[config.mk]
export PLATFORM = sky130hd
export DESIGN_NAME = binary_to_decimal_ascii_core
export DESIGN_NICKNAME = d
export VERILOG_FILES = /design/src/design/b2da_pkg.sv /design/src/design/b2da_datapath.sv /design/src/design/b2da_ctrl.sv /design/src/design/binary_to_decimal_ascii_core.sv
export SDC_FILE = /design/constraint.sdc
export NUM_CORES = 1
export LEC_CHECK = 0
export BUFFER_PORTS_ARGS = -buffer_cell sky130_fd_sc_hd__buf_2
export CORE_MARGIN = 2
export CORE_UTILIZATION = 39
export CTS_BUF_LIST = sky130_fd_sc_hd__clkbuf_4
export CTS_CLUSTER_SIZE = 12
export DETAILED_ROUTE_END_ITERATION = 8
export GPL_ROUTABILITY_DRIVEN = 0
export SLEW_MARGIN = 5
export SYNTH_ARGS = -nofsm -noshare
export SYNTH_HDL_FRONTEND = slang
export SYNTH_SLANG_ARGS = --single-unit
export TNS_END_PERCENT = 5
[constraint.sdc]
create_clock -name clk -period 4.3 [get_ports clk]
set_clock_uncertainty 0.05 [all_clocks]
set_input_delay 0.43 -clock clk [delete_from_list [all_inputs] [get_ports clk]]
set_output_delay 0.43 -clock clk [all_outputs]
set_load 0.005 [all_outputs]
[src/design/b2da_pkg.sv]
// shared constants, types and helpers for the binary to decimal ascii converter
package b2da_pkg;

	localparam int VALUE_BITS = 32;
	localparam int IN_W       = 32;
	localparam int CHAR_W     = 6;
	localparam int RADIX      = 10;

	// decimal digits needed for the largest value of the given width
	function automatic int digits_for(input int bits);
		logic [63:0] v;
		int          n;
		v = {64{1'b1}} >> (64 - bits);
		n = 0;
		while (v != 64'd0) begin
			v = v / RADIX;
			n = n + 1;
		end
		return n;
	endfunction

	localparam int NUM_DIGITS = digits_for(VALUE_BITS);
	localparam int BCD_W      = 4 * NUM_DIGITS;
	localparam int BIT_CNT_W  = $clog2(VALUE_BITS);
	localparam int DIG_CNT_W  = $clog2(NUM_DIGITS + 1);

	localparam logic [CHAR_W-1:0] ASCII_ZERO = CHAR_W'(48);

	typedef enum logic [1:0] {
		ST_IDLE,
		ST_CONVERT,
		ST_SKIP,
		ST_EMIT
	} state_t;

	typedef struct packed {
		logic load;
		logic shift;
		logic skip;
		logic emit;
		logic last;
	} cmd_t;

	typedef struct packed {
		logic top_zero;
	} status_t;

endpackage

[src/design/b2da_datapath.sv]
// datapath: shift-add-3 register pair, digit alignment and output register
module b2da_datapath (
	input  logic                                 clk,
	input  logic                                 arst_n,
	input  b2da_pkg::cmd_t                       cmd,
	input  logic [b2da_pkg::IN_W-1:0]            value,
	output b2da_pkg::status_t                    status,
	output logic [b2da_pkg::CHAR_W-1:0]          digit_char,
	output logic                                 last,
	output logic                                 strobe
);

	logic [b2da_pkg::VALUE_BITS-1:0] bin_q;
	logic [b2da_pkg::BCD_W-1:0]      bcd_q;
	logic [b2da_pkg::BCD_W-1:0]      bcd_adj;
	logic [3:0]                      top_digit;
	logic [b2da_pkg::CHAR_W-1:0]     char_q;
	logic                            last_q;
	logic                            strobe_q;

	// add 3 to every digit of 5 or more before the shift
	always_comb begin
		for (int i = 0; i < b2da_pkg::NUM_DIGITS; i++) begin
			if (bcd_q[4*i +: 4] >= 4'd5) begin
				bcd_adj[4*i +: 4] = bcd_q[4*i +: 4] + 4'd3;
			end else begin
				bcd_adj[4*i +: 4] = bcd_q[4*i +: 4];
			end
		end
	end

	assign top_digit       = bcd_q[b2da_pkg::BCD_W-1 -: 4];
	assign status.top_zero = (top_digit == 4'd0);

	always_ff @(posedge clk) begin
		if (cmd.load) begin
			bin_q <= b2da_pkg::VALUE_BITS'(value);
			bcd_q <= '0;
		end else if (cmd.shift) begin
			bin_q <= {bin_q[b2da_pkg::VALUE_BITS-2:0], 1'b0};
			bcd_q <= {bcd_adj[b2da_pkg::BCD_W-2:0], bin_q[b2da_pkg::VALUE_BITS-1]};
		end else if (cmd.skip || cmd.emit) begin
			bcd_q <= {bcd_q[b2da_pkg::BCD_W-5:0], 4'd0};
		end
		if (cmd.emit) begin
			char_q <= b2da_pkg::ASCII_ZERO + {{(b2da_pkg::CHAR_W-4){1'b0}}, top_digit};
			last_q <= cmd.last;
		end
	end

	always_ff @(posedge clk or negedge arst_n) begin
		if (!arst_n) begin
			strobe_q <= 1'b0;
		end else begin
			strobe_q <= cmd.emit;
		end
	end

	assign digit_char = char_q;
	assign last       = last_q;
	assign strobe     = strobe_q;

endmodule

[src/design/b2da_ctrl.sv]
// controller: sequences load, conversion, leading zero skip and digit emission
module b2da_ctrl (
	input  logic              clk,
	input  logic              arst_n,
	input  logic              start,
	input  b2da_pkg::status_t status,
	output b2da_pkg::cmd_t    cmd,
	output logic              busy
);

	b2da_pkg::state_t                  state_q, state_d;
	logic [b2da_pkg::BIT_CNT_W-1:0]    bit_cnt_q, bit_cnt_d;
	logic [b2da_pkg::DIG_CNT_W-1:0]    dig_cnt_q, dig_cnt_d;

	always_ff @(posedge clk or negedge arst_n) begin
		if (!arst_n) begin
			state_q   <= b2da_pkg::ST_IDLE;
			bit_cnt_q <= '0;
			dig_cnt_q <= '0;
		end else begin
			state_q   <= state_d;
			bit_cnt_q <= bit_cnt_d;
			dig_cnt_q <= dig_cnt_d;
		end
	end

	always_comb begin
		state_d   = state_q;
		bit_cnt_d = bit_cnt_q;
		dig_cnt_d = dig_cnt_q;
		cmd       = '0;
		busy      = 1'b1;
		unique case (state_q)
			b2da_pkg::ST_IDLE: begin
				busy = 1'b0;
				if (start) begin
					cmd.load  = 1'b1;
					bit_cnt_d = '0;
					state_d   = b2da_pkg::ST_CONVERT;
				end
			end
			b2da_pkg::ST_CONVERT: begin
				cmd.shift = 1'b1;
				bit_cnt_d = bit_cnt_q + 1'b1;
				if (bit_cnt_q == b2da_pkg::BIT_CNT_W'(b2da_pkg::VALUE_BITS - 1)) begin
					dig_cnt_d = b2da_pkg::DIG_CNT_W'(b2da_pkg::NUM_DIGITS);
					state_d   = b2da_pkg::ST_SKIP;
				end
			end
			b2da_pkg::ST_SKIP: begin
				// drop leading zeros but always keep the units digit
				if (status.top_zero && dig_cnt_q > b2da_pkg::DIG_CNT_W'(1)) begin
					cmd.skip  = 1'b1;
					dig_cnt_d = dig_cnt_q - 1'b1;
				end else begin
					state_d = b2da_pkg::ST_EMIT;
				end
			end
			b2da_pkg::ST_EMIT: begin
				cmd.emit  = 1'b1;
				cmd.last  = (dig_cnt_q == b2da_pkg::DIG_CNT_W'(1));
				dig_cnt_d = dig_cnt_q - 1'b1;
				if (cmd.last) begin
					state_d = b2da_pkg::ST_IDLE;
				end
			end
			default: begin
				state_d = b2da_pkg::ST_IDLE;
			end
		endcase
	end

endmodule

[src/design/binary_to_decimal_ascii_core.sv]
// top level of the binary to decimal ascii converter
// Converts one unsigned binary value into its decimal text, one ASCII digit
// per result beat, most significant first, no leading zeros; zero gives '0'.
// Input: value is taken at a rising edge with start high and busy low; busy
// then stays high until the conversion is done.
// Output: each digit shows on digit_char for exactly one cycle with strobe
// high; last marks the units digit. The receiver cannot hold beats off.
// Sequence per value (32-bit build): the accept, one shift-add-3 step per
// value bit in the double-dabble register, one step per leading zero
// dropped, a hand-over to emission, then one digit per cycle. Digits leave on
// consecutive cycles, starting after the hand-over. Leading zeros dropped
// plus digits shown always total 10. A new value may be started in the
// cycle the last digit is shown.
// Reset clears the controller and the strobe; nothing is kept between values.
module binary_to_decimal_ascii_core (
	input  logic                            clk,
	input  logic                            arst_n,
	input  logic                            start,
	output logic                            busy,
	input  logic [b2da_pkg::IN_W-1:0]       value,
	output logic                            strobe,
	output logic [b2da_pkg::CHAR_W-1:0]     digit_char,
	output logic                            last
);

	b2da_pkg::cmd_t    cmd;
	b2da_pkg::status_t status;

	b2da_ctrl u_ctrl (
		.clk    (clk),
		.arst_n (arst_n),
		.start  (start),
		.status (status),
		.cmd    (cmd),
		.busy   (busy)
	);

	b2da_datapath u_datapath (
		.clk        (clk),
		.arst_n     (arst_n),
		.cmd        (cmd),
		.value      (value),
		.status     (status),
		.digit_char (digit_char),
		.last       (last),
		.strobe     (strobe)
	);

endmodule

==> run_results.csv <==
group,metric,value,unit
sta,worst_slew_pin_slew,1.043,ns
power_and_ir_drop,pwr-share-clk,0.090,
power_and_ir_drop,powerDensity,813.6,nW/um2
cells_and_area,seq_area,2212,um2
synthesis,synthArstFlopShare,0.1348,
setup_path,cp-end-kind,"register",
sta,slew-limit-headroom,0.3044,
synthesis,yosys-top-cells-area,"edfxtp_1, dfxtp_1, nand2_1, ha_1, dfrtp_1",
power_and_ir_drop,leakagePower,2.416,nW
detailed_routing,avgRoutedWirePerCell,14.02,um
sta,max_freq,369.7,MHz
sta,hold_ws,0.1722,ns
power_and_ir_drop,p_switching,2.107,mW
place,io_buffers,41,
synthesis,yosys_warnings,0,
clocking,cts-root-buf,"clkbuf_4",
sta,rsz0062_at_grt,"no",
floorplan,rows,42,
global_routing,gr-usage-all-layers,0.1637,
floorplan,die-width,121.2,um
clocking,clk_pin_slew,0.15,ns
clocking,cts_sinks,89,
setup_path,cp-startpoint,"u_ctrl.dig_cnt_q[0]$_DFFE_PN0P_",
power_and_ir_drop,p_int,2.603,mW
detailed_routing,via_count,4388,
synthesis,netlist_top_cells_count,"nand2_1, dfxtp_1, edfxtp_1, o21ai_0, inv_1",
sta,finalSetupTns,0,ns
cells_and_area,nFillCells,1341,
detailed_routing,drtIter0Drc,359,
global_routing,grt_max_degree,61,
power_and_ir_drop,p_seq_frac,0.382,
detailed_routing,totalWireLength,11610,um
worst_hold_path,hold_path_startpoint,"value[22]",
synthesis,synth_edf_count,37,
synthesis,synth_top_area_share,0.2075,
clocking,cts_setup_buffers,0,
floorplan,die_area,14680,um2
setup_path,timing.rr.start,"u_ctrl.dig_cnt_q[0]$_DFFE_PN0P_",
clocking,cts_tree,"done",
setup_path,cp_max_fo,20,
setup_path,path_class,"reg -> reg",
setup_path,crit_chain,"inv_1, ha_1, nor2_1, o311a_1, buf_4, o21ai_2, o22ai_1",
synthesis,synth_cells,625,
synthesis,ys_seq_area_frac,0.4131,
global_routing,antenna_found_initial,1,
sta,fin_ws,1.595,ns
cells_and_area,area_delta_synth_final,8.107,%
clocking,cts_made_buffers,9,
synthesis,post-synth-top-count-cell,"nand2_1",
setup_path,crit_path_start_kind,"register",
clocking,htree_num_levels,3,
synthesis,synth_seq_cells,89,
detailed_routing,drc,0,
detailed_routing,avgViaCountPerCell,5.300,
synthesis,synthFlopType,"dfxtp_1",
global_routing,grt_pass1_vias,4308,
power_and_ir_drop,switching_share,0.4473,
detailed_routing,ant_nets,0,
job,drv_cap,0,
sta,setup_violations,0,
floorplan,die_y,121.2,um
outcome,status,"complete, no violations",
power_and_ir_drop,finalPower,4.710,mW
sta,drv_slew,0,
sta,finalCritPeriodShare,0.6290,
synthesis,syn_area_per_cell,8.568,um2
cells_and_area,final_net_count,711,
sta,layout_min_cycle_time,2.705,ns
power_and_ir_drop,combPwrFrac,0.528,
global_routing,grt_overflow_total,0,
power_and_ir_drop,vdd.ir_drop.worst,0.0002539,V
setup_path,crit_path_top_delay_cell,"o311a_1",
place,place_hpwl,7876,um
setup_path,cp_top_family,"compound AO/OA/AOI/OAI gates",
place,place_ws,1.620,ns
synthesis,yosysUniqueCellTypes,56,
synthesis,synth_top_cell_by_area,"edfxtp_1",
sta,hold_viol_final,0,
floorplan,core,13350,um2
detailed_routing,firstDrtPassIters,4,
floorplan,initial_core_util,0.4012,
setup_path,critPathBufInv,2,
setup_path,cp.required,4.62,ns
cells_and_area,drive_gt1_frac,0.1459,
setup_path,max_stage_delay,0.73,ns
clocking,cts.path.max_buffers,2,
setup_path,cp.arrival,3.02,ns
worst_hold_path,hold_class,"in -> reg",
global_routing,grt_pass1_wl,19780,um
synthesis,syn_area,5355,um2
cells_and_area,multi_input_area,2864,um2
floorplan,pin_count,44,
clocking,clk_latency,0.46,ns
## what timing repair did
action                    4_1_cts  5_1_grt
hold endpoints to repair       12        0
hold buffers                    1        0
gates resized for setup         0        0
## tightest hold or removal path, delay by kind of cell
| kind | cells | cell delay [ns] |
|---|---|---|
| and+or+nand+nor | 2 | 0.09 |
| buffers and inverters | 1 | 0.07 |
## path summary, 6_finish.rpt
kind	depth (start not counted)	to	slack (ns)
max in group asynchronous	2	u_datapath.strobe$_DFF_PN0_	3.66
hold reg to reg	0	u_datapath.digit_char[1]$_DFFE_PP_	0.45
min in group asynchronous	2	u_ctrl.bit_cnt_q[4]$_DFFE_PN0P_	0.32
setup / recovery	7	u_datapath.bcd_q[11]$_SDFFE_PP0P_	1.60
setup reg to reg	7	u_datapath.bcd_q[11]$_SDFFE_PP0P_	1.60
hold / removal	3	u_datapath.bin_q[22]$_DFFE_PP_	0.17
## power groups by stage
stage	clock, mW	sequential [mW]	combinational [mW]
after floorplan	0	1.71	2.01
after global placement	0	1.80	2.40
after detailed placement	0	1.82	2.49
after CTS	0.443	1.80	2.51
after global routing	0.475	1.87	2.86
final	0.424	1.80	2.49
## placed cells by master, fill, tap and decap left out, drive strengths merged, types with 7 or more instances in the layout
cell / n
buf: 46
nand2b: 25
ha: 30
o31ai: 9
nor4: 21
o21a: 7
clkbuf: 9
nand3: 13
nor2: 17
mux2i: 13
o22ai: 9
mux2: 8
nand2: 160
edfxtp: 37
dfrtp: 12
a311oi: 8
a31o: 8
dfxtp: 40
o21ai: 36
nand3b: 8
inv: 33
a21oi: 21
or3b: 10
nor3: 10
or3: 11
## sequential cells by signal (all words and copies together), names as in the netlist
signal and count:
u_ctrl.dig_cnt_q 4, u_ctrl.bit_cnt_q 5, u_datapath.bin_q 32, u_datapath.strobe 1, u_datapath.bcd_q 40, u_datapath.digit_char 4
u_ctrl.state_q 2, u_datapath.last 1
## metal layers
layer | wire, um | share of wire | global-route usage | vias to the layer above
li1 | - | - | - | 2236
met1 | 5510 | 0.47 | 0.2091 | 2083
met2 | 5558 | 0.48 | 0.2798 | 56
met3 | 353 | 0.030 | 0.02726 | 13
met4 | 184 | 0.016 | 0.05675 | 0
met5 | 0 | 0 | 0 | -
## stage by stage
stage | utilization | cells | cell area, um2
floorplan | - | 626 | 5359
global placement | 0.4237 | 810 | 5655
detailed placement | 0.4237 | 810 | 5655
CTS | 0.4335 | 827 | 5787
global route | 0.4337 | 828 | 5789
finish | 0.4337 | 828 | 5789
## kinds of logic after synthesis
family / Yosys count / share of synthesized area
other: 1 / 0.0007003
DFF: 89 / 0.4131
muxes: 21 / 0.04112
and+or+nand+nor: 293 / 0.2647
AOI/OAI and AO/OA: 121 / 0.1528
buffers and inverters: 69 / 0.05584
xor gates and xnor gates: 1 / 0.001636
adders and majority gates: 30 / 0.07009
## final cells by class
class,count,area share
Multi-Input combinational cell,468,0.4947
Timing Repair Buffer,47,0.04366
Antenna cell,1,0.0004322
Clock inverter,7,0.009293
Sequential cell,89,0.3821
Inverter,31,0.02010
Clock buffer,9,0.01167
Tap cell,176,0.03804
No activity file was read; power rests on OpenSTA's default activity.
